--- src/hw/rtl/assert_macros.svh ---
// Assertion macros shared by the soft limiter RTL.
`ifndef ASSERT_MACROS_SVH
`define ASSERT_MACROS_SVH

// Same-cycle implication, checked out of reset.
`define TSL_ASSERT_IMP(lbl, ante, cons, msg) \
    lbl: assert property (@(posedge aclk) disable iff (!aresetn) (ante) |-> (cons)) \
        else $error(msg);

// Next-cycle implication, checked out of reset.
`define TSL_ASSERT_NEXT(lbl, ante, cons, msg) \
    lbl: assert property (@(posedge aclk) disable iff (!aresetn) (ante) |=> (cons)) \
        else $error(msg);

`endif

--- src/hw/rtl/tsl_pkg.sv ---
// Shared constants and types of the tanh soft limiter.
`default_nettype none

package tsl_pkg;

    // default table size (steps over [0, 8])
    localparam int TSL_TABLE_ENTRIES = 256;

    // pipeline stages, in the order an item passes them
    localparam int STG_PROD   = 0;
    localparam int STG_SCALE  = 1;
    localparam int STG_EST    = 2;
    localparam int STG_POS    = 3;
    localparam int STG_ROM    = 4;
    localparam int STG_DIFF   = 5;
    localparam int STG_MUL    = 6;
    localparam int STG_SUM    = 7;
    localparam int STG_ROUND  = 8;
    localparam int STG_OUT    = 9;
    localparam int TSL_STAGES = 10;

    // interpolated magnitude in Q47, clamped at zero
    localparam int YMAG_W = 52;

    localparam logic [15:0] DEFAULT_GAIN = 16'd8192;
    localparam logic [14:0] FULL_SCALE   = 15'd32767;

    // per-stage advance enables and valid bits
    typedef struct packed {
        logic [TSL_STAGES-1:0] en;
        logic [TSL_STAGES-1:0] vld;
    } stage_ctl_t;

endpackage

`default_nettype wire

--- src/hw/rtl/tsl_ctrl.sv ---
// Valid/ready control of the limiter pipeline: stage valid bits and advance enables.
`default_nettype none
`include "assert_macros.svh"

module tsl_ctrl (
    input  wire                 aclk,
    input  wire                 aresetn,
    input  wire                 in_valid,
    output logic                in_ready,
    output logic                out_valid,
    input  wire                 out_ready,
    output tsl_pkg::stage_ctl_t ctl
);
    import tsl_pkg::*;

    localparam int LAST = TSL_STAGES - 1;

    logic [TSL_STAGES-1:0] vld_reg;
    logic [TSL_STAGES-1:0] vld_next;
    logic [TSL_STAGES-1:0] en;
    logic                  in_acc;
    logic                  out_acc;

    // a stage advances when it is empty or its successor advances
    always_comb begin
        en[LAST] = !vld_reg[LAST] || out_ready;
        for (int k = LAST - 1; k >= 0; k--) begin
            en[k] = !vld_reg[k] || en[k+1];
        end
    end

    // move valid bits along with the data
    always_comb begin
        vld_next[0] = en[0] ? in_valid : vld_reg[0];
        for (int k = 1; k < TSL_STAGES; k++) begin
            vld_next[k] = en[k] ? vld_reg[k-1] : vld_reg[k];
        end
    end

    always_ff @(posedge aclk) begin
        if (!aresetn) begin
            vld_reg <= '0;
        end else begin
            vld_reg <= vld_next;
        end
    end

    assign in_ready  = en[0];
    assign out_valid = vld_reg[LAST];
    assign in_acc    = in_valid && en[0];
    assign out_acc   = vld_reg[LAST] && out_ready;
    assign ctl.en    = en;
    assign ctl.vld   = vld_reg;

    // items in flight change only by what enters and what leaves
    `TSL_ASSERT_NEXT(a_item_count, 1'b1,
        ($countones(vld_reg) == $past($countones(vld_reg)) + $past(int'(in_acc))
            - $past(int'(out_acc))), "tsl_ctrl: item lost or duplicated")

    // a stalled stage keeps its valid bit
    `TSL_ASSERT_NEXT(a_stall_hold, 1'b1,
        (((vld_reg ^ $past(vld_reg)) & ~$past(en)) == '0), "tsl_ctrl: stalled stage changed")

endmodule

`default_nettype wire

--- config.mk ---
export PLATFORM = sky130hd
export DESIGN_NAME = tsl_ctrl
export DESIGN_NICKNAME = d
export VERILOG_FILES = /design/src/hw/rtl/tsl_pkg.sv /design/src/hw/rtl/tsl_ctrl.sv
export VERILOG_INCLUDE_DIRS = /design/src /design/src/hw/rtl
export SDC_FILE = /design/constraint.sdc
export NUM_CORES = 1
export LEC_CHECK = 0
export BUFFER_PORTS_ARGS = -buffer_cell sky130_fd_sc_hd__buf_2
export CORE_MARGIN = 2
export CORE_UTILIZATION = 30
export CTS_BUF_LIST = sky130_fd_sc_hd__clkbuf_4 sky130_fd_sc_hd__clkbuf_8
export CTS_CLUSTER_DIAMETER = 80
export DETAILED_ROUTE_END_ITERATION = 8
export PLACE_DENSITY = 0.67
export SETUP_SLACK_MARGIN = 0.1
export SYNTH_ARGS = -nofsm -noshare
export SYNTH_HDL_FRONTEND = slang
export SYNTH_SLANG_ARGS = --single-unit
--- constraint.sdc ---
create_clock -name aclk -period 3 [get_ports aclk]
set_input_delay 0.6 -clock aclk [delete_from_list [all_inputs] [get_ports aclk]]
set_output_delay 0.6 -clock aclk [all_outputs]
set_load 0.005 [all_outputs]
==> results of run 1 <==
==> kinds of logic after synthesis <==
| kind of cell | after synthesis | synth area share [%] |
|---|---|---|
| compound gates | 10 | 16.5 |
| flops | 10 | 46.2 |
| buf+inv | 8 | 9.25 |
| simple gates | 22 | 28.0 |
==> area by class of cell <==
type	instances	area [um2]	share of cell area (%)
timing repair buffer	25	125	21.1
inverter	5	21.3	3.58
clock buffer	4	36.3	6.11
tap	15	18.8	3.16
multi-input combinational	32	193	32.4
sequential	10	200	33.7
==> worst reg2reg max path: stages (launching register included) <==
cell and delay, ns:
dfxtp_1 0.38, and4b_1 0.26, and3_4 0.23, inv_4 0.05
o21ai_2 0.12
==> power by group <==
part           total (uW)  switching, uW  internal, uW  leakage, uW
sequential            138           2.71           135    0.0000811
clock                 119           45.4          73.7    0.0000210
combinational        9.94           5.24          4.70     0.000147
total                 267           53.4           213     0.000249
==> layout by cell type (no fill, tap or decap) <==
| master | count |
|---|---|
| a21boi_1 | 1 |
| a21oi_1 | 1 |
| and3_1 | 1 |
| and3_4 | 1 |
| and4b_1 | 1 |
| buf_2 | 25 |
| clkbuf_4 | 3 |
| clkbuf_8 | 1 |
| dfxtp_1 | 10 |
| inv_1 | 2 |
| inv_2 | 2 |
| inv_4 | 1 |
| nand2_1 | 10 |
| nand3_1 | 4 |
| nand4_1 | 2 |
| nor2_4 | 1 |
| nor2b_1 | 2 |
| o21a_1 | 3 |
| o21ai_1 | 2 |
| o21ai_2 | 3 |
==> per-layer routing <==
| metal | part of all wire (%) | wire length [um] |
|---|---|---|
| met4 | 1.5 | 14 |
| met5 | 0 | 0 |
| met1 | 44 | 409 |
| met3 | 8.8 | 81 |
| met2 | 45 | 418 |
==> stage by stage <==
stage | cells | power [uW]
6_report | 91 | 267
5_1_grt | 91 | 279
4_1_cts | 91 | 271
3_3_place_gp | 87 | 151
2_1_floorplan | 50 | 145
3_5_place_dp | 87 | 151
==> worst max path at each step <==
stage	end	slack, ns	cells past startpoint	from
3_5_place_dp	ctl[10]	0.90	5	out_ready
2_1_floorplan	ctl[10]	1.02	4	out_ready
6_report	ctl[10]	0.90	5	out_ready
4_1_cts	ctl[10]	0.89	5	out_ready
3_3_place_gp	in_ready	0.89	5	out_ready
5_1_grt	ctl[10]	0.85	5	out_ready
==> impl_results.md, run 1 <==
- Final min period: approximately 2.1 ns
- # diodes: 0
- Max cap viols: 0
- Max VDD drop: between 0.2 and 0.3 mV
- GPL Wtd Cong: around 0.73
- Setup crit start kind: primary input
- Dpl ws: 0.897 ns
- Detailed placement HPWL: slightly above 700 um
- Most area-hungry cell type in the Yosys netlist: dfxtp_1
- DR iter-0 viols: 1
- Busiest grt layer: met2
- Setup bufs post-CTS: 0
- Worst r2r path cells: 4
- FFs w/ async S/R, synth: 0%
- Distinct cells, synth: 19
- First-pass GRT wire length: 1.46 mm
- Die width: around 42 um
- Setup slack, reg-to-reg: approximately 1.9 ns
- Critical path class: in2out
- Met2 Resource Use GR: between 10% and 20%
- Worst hold path class: reg2reg
- # setup viols final: 0
- Post-Syn Area: between 400 and 500 um2
- Static Leakage: 0.000249 uW
- Power per cell area: between 400 and 500 nW/um2
- Mapped Cells: 50
- Placed cell area: 558 um2
- Final Util: 45.1%
- YS warnings: 0
- Synthesized area per cell: 8.66 um2
- Top cell type's share of synthesized area: a little under half
- Number of nets in the layout: 81
- # hold bufs at CTS: 0
- Core Area: approximately 1300 um2
- WHS: ~0.47 ns
- Number of enable flip-flop cells after synthesis: 0
- Clock Latency Late Sink: roughly 0.26 ns
- Worst setup margin: roughly 0.9 ns
- CTS tree: yes
- Grt ovf: 0
- Slowest CP cell: and4b_1
- Tightest Pin Transition: between 0.2 and 0.25 ns
- Cell family with most CP delay: simple AND/OR/NAND/NOR gates
- Worst-path cell chain: buf_2 > and4b_1 > and3_4 > nand4_1 > buf_2
- Overall Global Routing Usage: a little over a tenth
- Routed wire length: 924 um
- Hold Fails Final Rpt: 0
- Die area: 1760 um2
- Mapped Nets: 54
- Required @ worst endpoint: around 2.4 ns
- Root buf cell: clkbuf_4
- Hold Path End: vld_reg[4]$_SDFFE_PN0P_
- Hold Path Stages: 2
- Primary FF master, synth: dfxtp_1
- Max FO, Critical Path: 5
- Period utilization: ~70%
- Met3 Use GR: slightly below 7%
- #FFs+latches synth: 10
- Initial antenna violation count: 0
- Skew final: approximately 0.00047 ns
- Finished Cell Area: a little under 600 um2
- Clk buf depth: 2
- DRC Markers: 0
- Clock transition at the registers of the reported paths: 0.06 ns
- Post-CTS sizing: 0
- Drt via density: around 4.6
- Initial Util: approximately 33%
- Post-synth top cells: dfxtp_1, nand2_1, nand3_1
- Max H-tree Level: 1
- Max reg flops: 10
- WP buf/inv: 2
- Port-buffer cells: 25
- Fill count: between 150 and 200
- RR Startpoint: vld_reg[8]$_SDFFE_PN0P_
- Highest Clock Rate: roughly 480 MHz
- R2r endpoint: vld_reg[2]$_SDFFE_PN0P_
- Rel. slew slack: between 80 and 90%
- Routed via count: 420
- Max incr delay on CP: 0.28 ns
- Clk sinks: 10
- Register area share after synthesis: a little under half
- Rows: 13
- Number of buffers created by CTS: 3
- Post-Route Setup TNS: 0 ns
- Crit. End Element: output pin
- Share of cells above drive strength 1: 48.7%
- Die height: 42.0 um
- # IOs: 26
- Area grow syn2layout: 37.3%
- Vias in the first global route: 335
- WL/cell: roughly 10 um
- ANT nets after route: 0
- Routing usage on met1: 13.4%
- CP most frequent cell: buf_2
- RSZ-0062 raised after global routing: no
- Synth top area cells: dfxtp_1, nand2_1, o21ai_2
- Worst EP arrival: around 1.5 ns
- Drt pass-1 iters: 3
- Hold wc startpoint: vld_reg[3]$_SDFFE_PN0P_
- Largest net degree at the start of global routing: 16
- Fin. max-slew vios: 0
- Status: complete, no violations
Note: power is estimated with default switching activity, not from simulation.
==> run 2, diff against run 1 <==
--- a/config.mk
+++ b/config.mk
@@ -6,13 +6,14 @@
 export SDC_FILE = /design/constraint.sdc
 export NUM_CORES = 1
 export LEC_CHECK = 0
+export ABC_AREA = 1
 export BUFFER_PORTS_ARGS = -buffer_cell sky130_fd_sc_hd__buf_2
 export CORE_MARGIN = 2
 export CORE_UTILIZATION = 30
 export CTS_BUF_LIST = sky130_fd_sc_hd__clkbuf_4 sky130_fd_sc_hd__clkbuf_8
 export CTS_CLUSTER_DIAMETER = 80
 export DETAILED_ROUTE_END_ITERATION = 8
-export PLACE_DENSITY = 0.67
+export PLACE_DENSITY = 0.68
 export SETUP_SLACK_MARGIN = 0.1
 export SYNTH_ARGS = -nofsm -noshare
 export SYNTH_HDL_FRONTEND = slang
==> constraint.sdc (replaced) <==
create_clock -name aclk -period 2 [get_ports aclk]
set_input_delay 0.4 -clock aclk [delete_from_list [all_inputs] [get_ports aclk]]
set_output_delay 0.4 -clock aclk [all_outputs]
set_load 0.005 [all_outputs]
==> impl_results.md, run 2 <==
- Status: complete, no violations
- Drt via density: 4.29 (-7.1%)
- Critical path class: reg2out
- Worst Setup EP: ctl[13]
- RR Startpoint: vld_reg[8]$_SDFFE_PN0P_
- RSZ-0062 raised after global routing: yes
- Share of cells above drive strength 1: 54.7% (+6.0 points)
- Rows: 13 (unchanged)
- Area grow syn2layout: 45.6%
- Crit. End Element: output pin
- Clock Latency Late Sink: 0.26 ns (about the same)
- Port-buffer cells: 25 (unchanged)
- Drt pass-1 iters: 2 (-1)
- Hold Fails Final Rpt: 0 (unchanged)
- WP buf/inv: 3 (+1)
- Detailed placement HPWL: 621 um (-12%)
- Most frequent cells in the layout: buf_2, inv_1, dfxtp_1
- Most area-hungry cell type in the Yosys netlist: dfxtp_1
- ANT nets after route: 0 (unchanged)
- Setup slack, reg-to-reg: 0.80 ns (-1.10 ns)
- Post-Route Setup TNS: 0 ns (unchanged)
- Max reg flops: 10 (unchanged)
- Highest Clock Rate: approximately 540 MHz
- Power share of the clock group: 44.9% (+0.2 points)
- Rel. slew slack: 82.9% (-0.66 points)
- Power per cell area: 661 nW/um2 (+47%)
- Grt ovf: 0 (unchanged)
- Setup crit start kind: register
- Placed cells: 84 (-3.4%)
- Final Util: 46.6% (+1.5 points)
- Largest net degree at the start of global routing: 10 (-6)
- #FFs+latches synth: 10 (unchanged)
- Max H-tree Level: 1 (unchanged)
- CP most frequent cell: nor2_4
- Die area: 1700 um2 (-3.4%)
- # diodes: 0 (unchanged)
- Finished Layout Cells: 90 (-1.1%)
- Worst EP arrival: 1.44 ns (-0.06 ns)
- Register area share after synthesis: 48.0% (+1.8 points)
- Overall Global Routing Usage: 10.7% (-0.18 points)
- Synthesized area per cell: 9.06 um2 (+4.6%)
- Finished Cell Area: 607 um2 (+2.1%)
- First-pass GRT wire length: 1.16 mm (-20%)
- Final min period: 1.84 ns
- Max VDD drop: 0.400 mV (+35%)
- Crit path from: vld_reg[8]$_SDFFE_PN0P_
- Switch Pwr: 82.2 uW (+54%)
- Clock transition at the registers of the reported paths: 0.07 ns (about the same)
- # setup viols final: 0 (unchanged)
- Fin. max-slew vios: 0 (unchanged)
- Slowest CP cell: dfxtp_1
- Die height: 41.3 um (-1.7%)
- Worst hold path class: in2reg
- Cell family with most CP delay: simple AND/OR/NAND/NOR gates
- YS warnings: 0 (unchanged)
- Tightest Pin Transition: 0.255 ns (+0.00890 ns)
- Die width: 41.3 um (-1.7%)
- Clk sinks: 10 (unchanged)
- Number of enable flip-flop cells after synthesis: 0 (unchanged)
- Mapped Nets: 50 (-7.4%)
- Synth top area cells: dfxtp_1, inv_1, a21oi_1
- Required @ worst endpoint: 1.60 ns (-0.80 ns)
- Initial antenna violation count: 0 (unchanged)
- Period utilization: 92.0%
- Comb pwr share: 3.6% (about the same)
- WL/cell: 9.33 um (-8.1%)
- Skew final: 0.00303 ns (+0.00256 ns)
- Worst-path cell chain: nand3_2 > nor2_4 > nand4_4 > nor2_4 > buf_4 > inv_1 > buf_2
- Primary FF master, synth: dfxtp_1
- Distinct cells, synth: 15 (-4)
- Max incr delay on CP: 0.35 ns (+0.07 ns)
- Initial Util: 32.0% (-0.84 points)
- Routed wire length: 840 um (-9.1%)
- Number of nets in the layout: 80 (-1.2%)
- Worst r2r path cells: 6 (+2)
- Core Area: 1300 um2 (-1.2%)
- Top cell type's share of synthesized area: 48.0% (+1.8 points)
- Most common cell in the netlist: inv_1
- DRC Markers: 0 (unchanged)
- Clk buf depth: 2 (unchanged)
- CTS tree: yes
- FFs w/ async S/R, synth: 0% (unchanged)
- Number of buffers created by CTS: 3 (unchanged)
- Static Leakage: 0.000277 uW (+11%)
- WHS: 0.355 ns (-0.116 ns)
- Mapped Cells: 46 (-8.0%)
- Post-synth top cells: inv_1, dfxtp_1, a21oi_1
- # IOs: 26 (unchanged)
- Root buf cell: clkbuf_4
- Placed cell area: 546 um2 (-2.2%)
- Switch share: 20.5% (+0.46 points)
- CP Depth: 7 (+2)
- Register share of total power: 51.5% (about the same)
- DR iter-0 viols: 5 (+4)
- Vias in the first global route: 282 (-16%)
- R2r endpoint: vld_reg[1]$_SDFFE_PN0P_
- Max cap viols: 0 (unchanged)
- Commonest non-fill, non-tap cell in the layout: buf_2
- Post-Syn Area: 417 um2 (-3.8%)
- GPL Wtd Cong: 0.678 (-7.0%)
- Max FO, Critical Path: 5 (unchanged)
- Cell internal pwr: 319 uW (+50%)
- Routed via count: 386 (-8.1%)
## run 2: worst min path at each step
stage          slack [ns]                       to  cells after the start                    start
6_report             0.36  vld_reg[3]$_SDFFE_PN0P_                      2                  aresetn
3_5_place_dp         0.47  vld_reg[1]$_SDFFE_PN0P_                      2  vld_reg[0]$_SDFFE_PN0P_
3_3_place_gp         0.47  vld_reg[1]$_SDFFE_PN0P_                      2  vld_reg[0]$_SDFFE_PN0P_
2_1_floorplan        0.47  vld_reg[1]$_SDFFE_PN0P_                      2  vld_reg[0]$_SDFFE_PN0P_
4_1_cts              0.35  vld_reg[3]$_SDFFE_PN0P_                      2                  aresetn
5_1_grt              0.35  vld_reg[3]$_SDFFE_PN0P_                      2                  aresetn
## run 2: logic make-up after synthesis
kind of cell	synth area share (%)
buffers and inverters	15.3
flip-flops	48.0
AND/OR/NAND/NOR	24.3
AO/OA/AOI/OAI	12.3
## run 2: power groups by stage
stage	clock network (uW)	registers [uW]	logic, uW
after CTS	184	206	14.8
after global routing	197	207	16.6
after global placement	0	210	14.4
final	180	207	14.5
after detailed placement	0	210	14.8
after floorplan	0	210	6.64
## run 2: per-stage QoR
| step | setup slack [ns] | total power [uW] |
|---|---|---|
| finish | 0.160 | 401 |
| global route | 0.0814 | 421 |
| CTS | 0.140 | 405 |
| detailed placement | 0.278 | 225 |
| global placement | 0.285 | 225 |
| floorplan | 0.390 | 217 |
## run 2: metal layers
layer | vias to the layer above | part of all wire, % | GRT usage (%)
met4 | 0 | 0 | 7.26
li1 | 200 | - | -
met1 | 169 | 42 | 14.1
met5 | - | 0 | 0
met3 | 0 | 10 | 3.26
met2 | 17 | 48 | 14.8
## run 2: final cells by class
cell class	instances	area, um2
Inverter	13	48.8
Multi-Input combinational cell	21	161
Tap cell	15	18.8
Timing Repair Buffer	27	140
Clock buffer	4	36.3
Fill cell	149	694
Sequential cell	10	201
## run 2: timing repair
item,4_1_cts,5_1_grt
hold buffers,0,0
endpoints found under the setup margin,0,3
setup buffers,0,2
resized for setup,0,2
endpoints found under the hold margin,0,0
