--- src/hw/rtl/assert_macros.svh ---
// Assertion macros shared by the soft limiter RTL.
`ifndef ASSERT_MACROS_SVH
`define ASSERT_MACROS_SVH

// Same-cycle implication, checked out of reset.
`define TSL_ASSERT_IMP(lbl, ante, cons, msg) \
    lbl: assert property (@(posedge aclk) disable iff (!aresetn) (ante) |-> (cons)) \
        else $error(msg);

// Next-cycle implication, checked out of reset.
`define TSL_ASSERT_NEXT(lbl, ante, cons, msg) \
    lbl: assert property (@(posedge aclk) disable iff (!aresetn) (ante) |=> (cons)) \
        else $error(msg);

`endif

--- src/hw/rtl/tsl_pkg.sv ---
// Shared constants and types of the tanh soft limiter.
`default_nettype none

package tsl_pkg;

    // default table size (steps over [0, 8])
    localparam int TSL_TABLE_ENTRIES = 256;

    // pipeline stages, in the order an item passes them
    localparam int STG_PROD   = 0;
    localparam int STG_SCALE  = 1;
    localparam int STG_EST    = 2;
    localparam int STG_POS    = 3;
    localparam int STG_ROM    = 4;
    localparam int STG_DIFF   = 5;
    localparam int STG_MUL    = 6;
    localparam int STG_SUM    = 7;
    localparam int STG_ROUND  = 8;
    localparam int STG_OUT    = 9;
    localparam int TSL_STAGES = 10;

    // interpolated magnitude in Q47, clamped at zero
    localparam int YMAG_W = 52;

    localparam logic [15:0] DEFAULT_GAIN = 16'd8192;
    localparam logic [14:0] FULL_SCALE   = 15'd32767;

    // per-stage advance enables and valid bits
    typedef struct packed {
        logic [TSL_STAGES-1:0] en;
        logic [TSL_STAGES-1:0] vld;
    } stage_ctl_t;

endpackage

`default_nettype wire

--- src/hw/rtl/tsl_position.sv ---
// Front stages: magnitude times gain, scaling to table steps, division by full scale.
`default_nettype none
`include "assert_macros.svh"

module tsl_position #(
    parameter int TABLE_ENTRIES = tsl_pkg::TSL_TABLE_ENTRIES
) (
    input  wire                                      aclk,
    input  wire                                      aresetn,
    input  var tsl_pkg::stage_ctl_t                  ctl,
    input  wire signed [15:0]                        sample_in,
    input  wire        [15:0]                        gain,
    output logic                                     neg_out,
    output logic                                     sat_out,
    output logic [$clog2(TABLE_ENTRIES+1)-1:0]       idx_out,
    output logic [15:0]                              frac_out
);
    import tsl_pkg::*;

    localparam int MULK  = TABLE_ENTRIES * 8;
    localparam int KW    = $clog2(MULK + 1);
    localparam int XW    = 32 + KW + 1;
    localparam int QW    = XW - 14;
    localparam int IW    = $clog2(TABLE_ENTRIES + 1);
    localparam int NTERM = (XW - 1) / 15;

    localparam logic [KW-1:0]   MULK_C     = KW'(MULK);
    localparam logic [XW-1:0]   ROUND_BIAS = XW'(16383);
    localparam logic [16:0]     DIV1       = 17'd32767;
    localparam logic [16:0]     DIV2       = 17'd65534;
    localparam logic [16:0]     DIV3       = 17'd98301;
    localparam logic [16:0]     REM_LIMIT  = 17'd131068;
    localparam logic [QW-17:0]  IDX_LIMIT  = (QW-16)'(TABLE_ENTRIES);

    logic [15:0]    raw_w;
    logic [15:0]    mag_w;
    logic [15:0]    gain_w;

    logic           neg1_reg;
    logic [31:0]    prod_reg;
    logic           neg2_reg;
    logic [XW-1:0]  x_reg;
    logic           neg3_reg;
    logic [QW-1:0]  est_reg;
    logic [16:0]    xlo_reg;
    logic [QW-1:0]  est_w;

    logic [16:0]    rem_w;
    logic [1:0]     adj_w;
    logic [QW-1:0]  q_w;
    logic           sat_w;

    logic           neg4_reg;
    logic           sat4_reg;
    logic [IW-1:0]  idx4_reg;
    logic [15:0]    frac4_reg;

    // take the magnitude and the effective gain
    assign raw_w  = sample_in;
    assign mag_w  = raw_w[15] ? (16'd0 - raw_w) : raw_w;
    assign gain_w = (gain == '0) ? DEFAULT_GAIN : gain;

    always_ff @(posedge aclk) begin
        if (ctl.en[STG_PROD]) begin
            neg1_reg <= raw_w[15];
            prod_reg <= 32'(gain_w) * 32'(mag_w);
        end
    end

    // scale to Q16 table steps and add the rounding bias
    always_ff @(posedge aclk) begin
        if (ctl.en[STG_SCALE]) begin
            neg2_reg <= neg1_reg;
            x_reg    <= XW'(prod_reg) * XW'(MULK_C) + ROUND_BIAS;
        end
    end

    // estimate the quotient by 2^15-1 as a sum of shifted copies
    always_comb begin
        est_w = '0;
        for (int k = 1; k <= NTERM; k++) begin
            est_w = est_w + QW'(x_reg >> (15 * k));
        end
    end

    always_ff @(posedge aclk) begin
        if (ctl.en[STG_EST]) begin
            neg3_reg <= neg2_reg;
            est_reg  <= est_w;
            xlo_reg  <= x_reg[16:0];
        end
    end

    // remainder is below four divisors, so low bits suffice
    assign rem_w = xlo_reg - {est_reg[1:0], 15'd0} + est_reg[16:0];
    assign adj_w = 2'(rem_w >= DIV1) + 2'(rem_w >= DIV2) + 2'(rem_w >= DIV3);
    assign q_w   = est_reg + QW'(adj_w);
    assign sat_w = q_w[QW-1:16] >= IDX_LIMIT;

    // split into table index and fraction; park the index at zero when saturated
    always_ff @(posedge aclk) begin
        if (ctl.en[STG_POS]) begin
            neg4_reg  <= neg3_reg;
            sat4_reg  <= sat_w;
            idx4_reg  <= sat_w ? '0 : q_w[16+IW-1:16];
            frac4_reg <= q_w[15:0];
        end
    end

    assign neg_out  = neg4_reg;
    assign sat_out  = sat4_reg;
    assign idx_out  = idx4_reg;
    assign frac_out = frac4_reg;

    // the shift-sum estimate must be within three of the true quotient
    `TSL_ASSERT_IMP(a_rem_bound, ctl.vld[STG_EST], (rem_w < REM_LIMIT),
        "tsl_position: quotient estimate out of range")

endmodule

`default_nettype wire

--- config.mk ---
export PLATFORM = sky130hd
export DESIGN_NAME = tsl_position
export DESIGN_NICKNAME = d
export VERILOG_FILES = /design/src/hw/rtl/tsl_pkg.sv /design/src/hw/rtl/tsl_position.sv
export VERILOG_INCLUDE_DIRS = /design/src /design/src/hw/rtl
export SDC_FILE = /design/constraint.sdc
export NUM_CORES = 1
export LEC_CHECK = 0
export ABC_AREA = 0
export BUFFER_PORTS_ARGS = -buffer_cell sky130_fd_sc_hd__buf_2
export CORE_ASPECT_RATIO = 1.1
export CORE_MARGIN = 2
export CORE_UTILIZATION = 64
export DETAILED_ROUTE_END_ITERATION = 10
export PLACE_DENSITY = 0.94
export SYNTH_ARGS = -nofsm -noshare
export SYNTH_HDL_FRONTEND = slang
export SYNTH_SLANG_ARGS = --single-unit
--- constraint.sdc ---
create_clock -name aclk -period 11.3 [get_ports aclk]
set_input_delay 2.26 -clock aclk [delete_from_list [all_inputs] [get_ports aclk]]
set_output_delay 2.26 -clock aclk [all_outputs]
set_load 0.03 [all_outputs]
==> impl_metrics.ini, run 1 <==
[sta]
min_period_ns = 10.39
min_period_over_period_pct = 91.9
slew_viol_final = 0
slew_headroom_pct = 41.7
hold_viol = 0
setup_tns_ns = 0
finClkSkew_ns = 0.0120
worstMarginPinSlew_ns = 0.852
fmax_mhz = 96.3
rsz0062_at_grt = no
setup_violations = 0

[clocking]
cts-root-buf = clkbuf_16
postCtsHoldBufs = 0
tritoncts = built
cts_num_sinks = 131
ctsResizeCount = 0
cts_buffers = 17
path_clk_slew_ns = 0.06
insertion_delay_ns = 0.43
clk_path_buf_depth = 2
htreeDepth = 4
cts_setup_buffers = 0

[global_routing]
overflow = 0
grt_use_total_pct = 29.9
antenna_found_initial = 0
grt_pass1_wl_mm = 62.3
grt_pass1_vias = 13221
grt_max_degree = 38

[logic_synthesis]
synth_edf_count = 131
yosysSeqAreaShare_pct = 24.7
synth_cells = 1611
synth_area_um2 = 15900
synth_area_per_cell_um2 = 9.88
yosys_warnings = 0
synth_ff_type = edfxtp_1
synth_seq_cells = 131
synthesis.nets = 2029
async_reset_ff_share_pct = 0
synth_cell_types = 59

[routing]
wire_per_inst_um = 18.9
drc = 0
vias = 12152
viasPerCell = 6.09
totalWireLength_mm = 37.7
ant_nets = 0
initialDrtViolationCount = 1030
firstDrtPassIters = 5

[min_path]
hold_class = reg -> reg
min_delay_path_depth = 0

[critical_path]
arrival_ns = 10.60
start_kind = input port
cp_max_fo = 16
end_kind = register
criticalPathCategory = in -> reg
r2r_cells = 22
required_ns = 11.51

[place]
dpl.hpwl_mm = 28.5
portBuffers = 63
gp_congestion = 0.887

[layout]
final_cell_mix = inv_1, fa_1, nand2_1, ha_1, edfxtp_1
fin_nets = 2090
area_growth_pct = 7.84
final_common_cell = inv_1
largest_reg_flops = 33
fill_cells = 1567
antenna_cells = 0
layout-drive-gt1-share_pct = 7.77

[run]
drv_cap = 0

[floorplan]
core_um2 = 24500
num_io_pins = 81
start_util_pct = 65.1
die_h_um = 169
die_w_um = 154
rows = 60
die_area_um2 = 26200

[status]
status = complete, no violations
==> final cells by class <==
type | count | area [µm²] | area share [%]
inverters | 282 | 1060 | 6.16
clock buffers | 17 | 425 | 2.48
clock inverters | 15 | 148 | 0.860
well taps | 310 | 388 | 2.26
repair buffers | 79 | 435 | 2.54
flip-flops and latches | 131 | 3930 | 22.9
multi-input cells | 1161 | 10800 | 62.8
==> per-stage QoR <==
step,cells,util [%],instance area [µm²],hold WS (ns),setup WS [ns]
floorplan,1611,-,15900,0.400,0.976
global placement,1963,67.8,16600,0.404,0.731
detailed placement,1963,67.8,16600,0.405,0.578
CTS,1995,70.2,17200,0.420,0.959
global route,1995,70.2,17200,0.426,0.520
finish,1995,70.2,17200,0.424,0.911
==> per-layer routing <==
layer  global-route usage, %  vias to the layer above  wire length (µm)
li1                        -                     5361                 -
met1                    34.7                     5937             13200
met2                    53.1                      668             19500
met3                    5.26                      186              2920
met4                    16.1                        0              2070
met5                       0                        -                 0
==> cell usage after synthesis, types with 10 or more instances <==
master,count,area [µm²]
a21oi_1,38,190
and2_2,10,75.1
nand2_1,197,739
nand4_1,18,113
nand2b_1,18,113
edfxtp_1,131,3930
xor2_1,33,289
nand3_1,32,160
fa_1,200,4000
and3_1,24,150
clkbuf_1,35,131
inv_1,282,1060
ha_1,164,2050
xnor2_1,93,815
and2_1,101,632
nor3_1,17,85.1
o21ai_0,34,170
a21o_1,13,97.6
nor2_1,61,229
==> logic make-up after synthesis <==
| family | after synthesis | synth area share [%] |
|---|---|---|
| compound gates | 156 | 6.46 |
| mux | 1 | 0.0707 |
| other cells | 1 | 0.0236 |
| xor+xnor | 126 | 6.93 |
| buf+inv | 319 | 7.58 |
| flops | 131 | 24.7 |
| simple gates | 513 | 16.2 |
| fa+ha+maj | 364 | 38.0 |
==> final timing paths <==
| path | startpoint | to | slack, ns |
|---|---|---|---|
| setup / recovery | sample_in[3] | prod_reg[28] | 0.91 |
| hold / removal | neg3_reg | neg_out | 0.42 |
| setup reg to reg | est_reg[1] | idx_out[5] | 4.29 |
| hold reg to reg | neg3_reg | neg_out | 0.42 |
==> worst max-delay path: stages <==
cell and delay (ns):
buf_2 0.13, or4_4 0.55, or3_4 0.37, or4_4 0.45, or3_4 0.40, nand2_1 0.09
xnor2_1 0.12, buf_4 0.23, nand2_1 0.09, fa_1 0.50, fa_1 0.57, inv_1 0.06
fa_1 0.51, fa_1 0.52, fa_1 0.55, inv_1 0.06, fa_1 0.55, inv_1 0.05
ha_1 0.37, a21o_1 0.22, a21o_1 0.21, a2111oi_0 0.52, nor2_1 0.13, a221o_1 0.37
a21oi_1 0.19, o21ai_0 0.16, o311ai_0 0.36
Power of run 1 is not shown: default switching activity piles up to over one toggle a cycle in this logic, so the estimate is an artifact.
==> inputs of run 2 (changes only) <==
--- a/config.mk
+++ b/config.mk
@@ -12,6 +12,9 @@
 export CORE_MARGIN = 2
 export CORE_UTILIZATION = 64
 export DETAILED_ROUTE_END_ITERATION = 10
+export GPL_ROUTABILITY_DRIVEN = 0
+export GPL_TIMING_DRIVEN = 0
+export MAX_ROUTING_LAYER = met4
 export PLACE_DENSITY = 0.94
 export SYNTH_ARGS = -nofsm -noshare
 export SYNTH_HDL_FRONTEND = slang
==> run 2 against run 1 <==
  * Critical path depth shrank 1
  * Non-clock buffer count is 20 higher
  * Sequential share of layout area decreased by 0.10 points
  * First-iteration DRC count up 24%
  * Critical endpoint unchanged
  * Clock skew increased by 0.0012 ns
  * Via count increased by 3.5%
  * Utilization increased by 0.32 points
  * Cell count up 0.95%
==> impl_metrics.ini, run 2 (same netlist as run 1, synthesis figures left out) <==
[floorplan]
die_h_um = 169
core_um2 = 24500
start_util_pct = 65.1
die_w_um = 154
die_area_um2 = 26200
num_io_pins = 81
rows = 60

[routing]
wire_per_inst_um = 19.8
initialDrtViolationCount = 1281
top_layer_used = met4
totalWireLength_mm = 39.8
drc = 0
firstDrtPassIters = 6
dr_wl_met3_mm = 3.82
ant_nets = 0
wl_met2_mm = 20.0
m1WireLength_mm = 13.4
vias = 12583
viasPerCell = 6.25

[critical_path]
timing.rr.start = est_reg[1]
cp_max_fo = 10
cp_slowest_cell = nor4b_4
slowest_delay_ns = 0.56
r2r_cells = 22
arrival_ns = 11.30
start_kind = input port
criticalPathCategory = in -> reg
r2r-end = idx_out[5]
end_kind = register
cpMostUsedCell = fa_1
r2r_slack_ns = 4.40
required_ns = 11.47

[sta]
fmax_mhz = 89.8
worst_slack_ns = 0.166
hold_viol = 0
slew_viol_final = 0
setup_violations = 0
slew_headroom_pct = 32.3
rsz0062_at_grt = no
min_period_ns = 11.13
setup_tns_ns = 0
finClkSkew_ns = 0.0132
worstMarginPinSlew_ns = 1.01
min_period_over_period_pct = 98.5

[layout]
final_cell_mix = inv_1, fa_1, nand2_1, ha_1, edfxtp_1
final_common_cell = inv_1
utilization_pct = 70.5
largest_reg_flops = 33
area_growth_pct = 8.34
layout-drive-gt1-share_pct = 6.87
fin_nets = 2110

[global_routing]
overflow = 0
grt_pass1_wl_mm = 63.9
antenna_found_initial = 1
grt_pass1_vias = 12991
grt_max_degree = 38
grt_use_total_pct = 32.2

[clocking]
cts_setup_buffers = 0
clk_path_buf_depth = 2
cts_num_sinks = 131
tritoncts = built
cts-root-buf = clkbuf_16
path_clk_slew_ns = 0.06
insertion_delay_ns = 0.42
htreeDepth = 4
cts_buffers = 17

[min_path]
hold_class = reg -> reg
holdPathEnd = xlo_reg[14]
min_delay_path_depth = 0
hp-start = x_reg[14]

[place]
place_ws_ns = -0.226
dpl.hpwl_mm = 30.4
portBuffers = 62

[status]
status = complete, no violations

[run]
drv_cap = 0
[run 2: changes by cell type in the layout (fill, tap and decap cells not counted), moves of 2 or more]
cell	delta
buf_4	-16
bufinv_16	+3
clkbuf_1	+34
inv_8	-3
xnor2_1	-2
xnor2_2	+2
[run 2: repair_timing]
item | CTS | global route
hold buffers | 0 | 0
resized for setup | 0 | 5
endpoints found under the setup margin | 0 | 2
[run 2: how the worst max path moves through the flow]
| stage | startpoint | slack (ns) | end |
|---|---|---|---|
| floorplan | sample_in[3] | 0.98 | prod_reg[28] |
| global placement | sample_in[3] | -0.03 | prod_reg[28] |
| detailed placement | sample_in[3] | -0.23 | prod_reg[28] |
| CTS | sample_in[3] | 0.20 | prod_reg[28] |
| global route | sample_in[3] | 0.005 | prod_reg[28] |
| finish | sample_in[3] | 0.17 | prod_reg[28] |
[run 2: worst max-delay path, delay by kind of cell]
| kind | cells | cell delay [ns] |
|---|---|---|
| buffers and inverters | 5 | 0.55 |
| AO/OA/AOI/OAI | 7 | 2.43 |
| AND/OR/NAND/NOR | 7 | 2.52 |
| adder cells (fa/ha/maj) | 7 | 3.54 |
[run 2: final cells by class]
| class | instances | area [µm²] |
|---|---|---|
| Sequential cell | 131 | 3930 |
| Fill cell | 1535 | 7220 |
| Tap cell | 310 | 388 |
| Buffer | 37 | 149 |
| Multi-Input combinational cell | 1161 | 10800 |
| Clock buffer | 17 | 425 |
| Clock inverter | 13 | 184 |
| Inverter | 282 | 1060 |
| Antenna cell | 1 | 2.50 |
| Timing Repair Buffer | 62 | 310 |
[run 2: layer usage]
layer | global-route usage, % | up-vias
met3 | 6.66 | 241
met5 | - | -
li1 | - | 5407
met1 | 35.9 | 6062
met4 | 17.4 | 0
met2 | 54.6 | 873
[run 2: metrics by stage]
| stage | hold WS (ns) | area, µm² | std cells |
|---|---|---|---|
| 6_report | 0.421 | 17300 | 2014 |
| 5_1_grt | 0.421 | 17300 | 2014 |
| 4_1_cts | 0.419 | 17200 | 2013 |
| 3_5_place_dp | 0.405 | 16600 | 1983 |
| 3_3_place_gp | 0.405 | 16600 | 1983 |
| 2_1_floorplan | 0.400 | 15900 | 1611 |
Power of run 2 is left out for the same reason.
==> inputs of run 3 (changes only) <==
--- a/config.mk
+++ b/config.mk
@@ -8,14 +8,15 @@
 export LEC_CHECK = 0
 export ABC_AREA = 0
 export BUFFER_PORTS_ARGS = -buffer_cell sky130_fd_sc_hd__buf_2
+export CAP_MARGIN = 20
 export CORE_ASPECT_RATIO = 1.1
 export CORE_MARGIN = 2
-export CORE_UTILIZATION = 64
+export CORE_UTILIZATION = 58
 export DETAILED_ROUTE_END_ITERATION = 10
 export GPL_ROUTABILITY_DRIVEN = 0
 export GPL_TIMING_DRIVEN = 0
 export MAX_ROUTING_LAYER = met4
-export PLACE_DENSITY = 0.94
+export PLACE_DENSITY = 0.9
 export SYNTH_ARGS = -nofsm -noshare
 export SYNTH_HDL_FRONTEND = slang
 export SYNTH_SLANG_ARGS = --single-unit
==> constraint.sdc (replaced) <==
create_clock -name aclk -period 9.53 [get_ports aclk]
set_input_delay 1.906 -clock aclk [delete_from_list [all_inputs] [get_ports aclk]]
set_output_delay 1.906 -clock aclk [all_outputs]
set_load 0.03 [all_outputs]
==> run 3 against run 2 <==
  * Utilization shrank 5.0 points
  * Non-clock buffer count grew 22
  * Global-route usage shrank 5.0 points
  * Critical path depth grew 1
  * Count of clock-buffer cells in the layout grew 1
  * Die area grew 10%
  * Via count shrank 2.7%
  * Highest routed layer unchanged
==> impl_metrics.ini, run 3 (same netlist as run 1, synthesis figures left out) <==
[status]
status = complete, no violations

[floorplan]
die_area_um2 = 28800
num_io_pins = 81
die_h_um = 178
start_util_pct = 59.1
core_um2 = 27000
rows = 63
die_w_um = 162

[routing]
initialDrtViolationCount = 942
drc = 0
firstDrtPassIters = 5
ant_nets = 0
wire_per_inst_um = 18.0
totalWireLength_mm = 37.6
vias = 12244
viasPerCell = 5.87

[global_routing]
antenna_found_initial = 1
grt_pass1_vias = 12492
grt_use_total_pct = 27.1
grt_pass1_wl_mm = 59.6
overflow = 0
grt_max_degree = 38

[clocking]
clk_path_buf_depth = 2
htreeDepth = 4
cts-root-buf = clkbuf_16
cts_num_sinks = 131
cts_buffers = 17
path_clk_slew_ns = 0.06
postCtsHoldBufs = 0
insertion_delay_ns = 0.43
tritoncts = built

[sta]
hold_viol = 0
slew_viol_final = 0
min_period_ns = 9.49
setup_violations = 0
slew_headroom_pct = 34.8
worstMarginPinSlew_ns = 0.968
timing.hold.ws_ns = 0.420
fmax_mhz = 105
setup_tns_ns = 0
min_period_over_period_pct = 99.5
finClkSkew_ns = 0.0140

[layout]
fin_nets = 2132
area_growth_pct = 10.9
largest_reg_flops = 33
layout-drive-gt1-share_pct = 10.3
final_common_cell = inv_1
final_cell_mix = inv_1, fa_1, nand2_1, ha_1, edfxtp_1

[critical_path]
end_kind = register
required_ns = 9.68
criticalPathCategory = in -> reg
cp_max_fo = 6
start_kind = input port
arrival_ns = 9.63

[run]
drv_cap = 0

[place]
dpl.hpwl_mm = 29.4
portBuffers = 62

[min_path]
hold_class = reg -> reg
## run 3: changes by cell type in the layout (fill, tap and decap cells not counted), sizes merged
cell      delta
buf         +25
inv          +6
bufinv       -4
clkbuf       -2
clkinv       -2
clkinvlp     +1
## run 3: per-layer routing
layer  wire (µm)  vias up  track usage [%]
li1            -     5454                -
met1       13400     6008             30.7
met2       19700      634             47.4
met3        2780      148             4.86
met4        1720        0             11.5
met5           0        -                -
## run 3: area by class of cell
| class | count | area, µm² |
|---|---|---|
| clock buffers | 18 | 429 |
| fillers | 1887 | 9310 |
| multi-input cells | 1161 | 11000 |
| well taps | 357 | 447 |
| diodes | 1 | 2.50 |
| repair buffers | 85 | 499 |
| inverters | 282 | 1060 |
| plain buffers | 36 | 169 |
| flip-flops and latches | 131 | 3930 |
| clock inverters | 14 | 118 |
## run 3: metrics by stage
step	utilization [%]	instances	area, µm²	worst slack [ns]
floorplan	-	1611	16000	0.0277
global placement	62.0	2030	16700	-0.822
detailed placement	62.0	2030	16700	-0.949
CTS	64.5	2069	17400	-0.0236
global route	65.5	2085	17700	-0.123
finish	65.5	2085	17700	0.0437
## run 3: what timing repair did
item,CTS,global route
endpoints found under the setup margin,8,10
buffers inserted,7,16
pin swaps,8,39
endpoints found under the hold margin,0,0
resized for setup,15,49
## run 3: critical path: stages
cell	delay, ns
buf_6	0.10
or4_4	0.54
or3_4	0.40
or4_4	0.51
or3_4	0.44
nor4b_4	0.39
buf_6	0.17
buf_6	0.10
and2_2	0.15
fa_1	0.43
fa_1	0.50
fa_1	0.55
fa_1	0.45
fa_1	0.54
inv_1	0.05
fa_1	0.53
inv_1	0.06
ha_4	0.33
nand3_2	0.18
nor2_1	0.17
and4_1	0.24
a221o_1	0.22
a21oi_4	0.09
buf_4	0.14
buf_4	0.13
o21ai_0	0.16
nand3_1	0.13
## run 3: final timing paths
kind	startpoint	end	slack, ns	cells past startpoint
setup reg to reg	est_reg[1]	idx_out[6]	2.52	22
hold reg to reg	neg3_reg	neg_out	0.42	0
hold / removal	neg3_reg	neg_out	0.42	0
setup / recovery	sample_in[6]	prod_reg[24]	0.04	27
Power of run 3 is left out for the same reason.
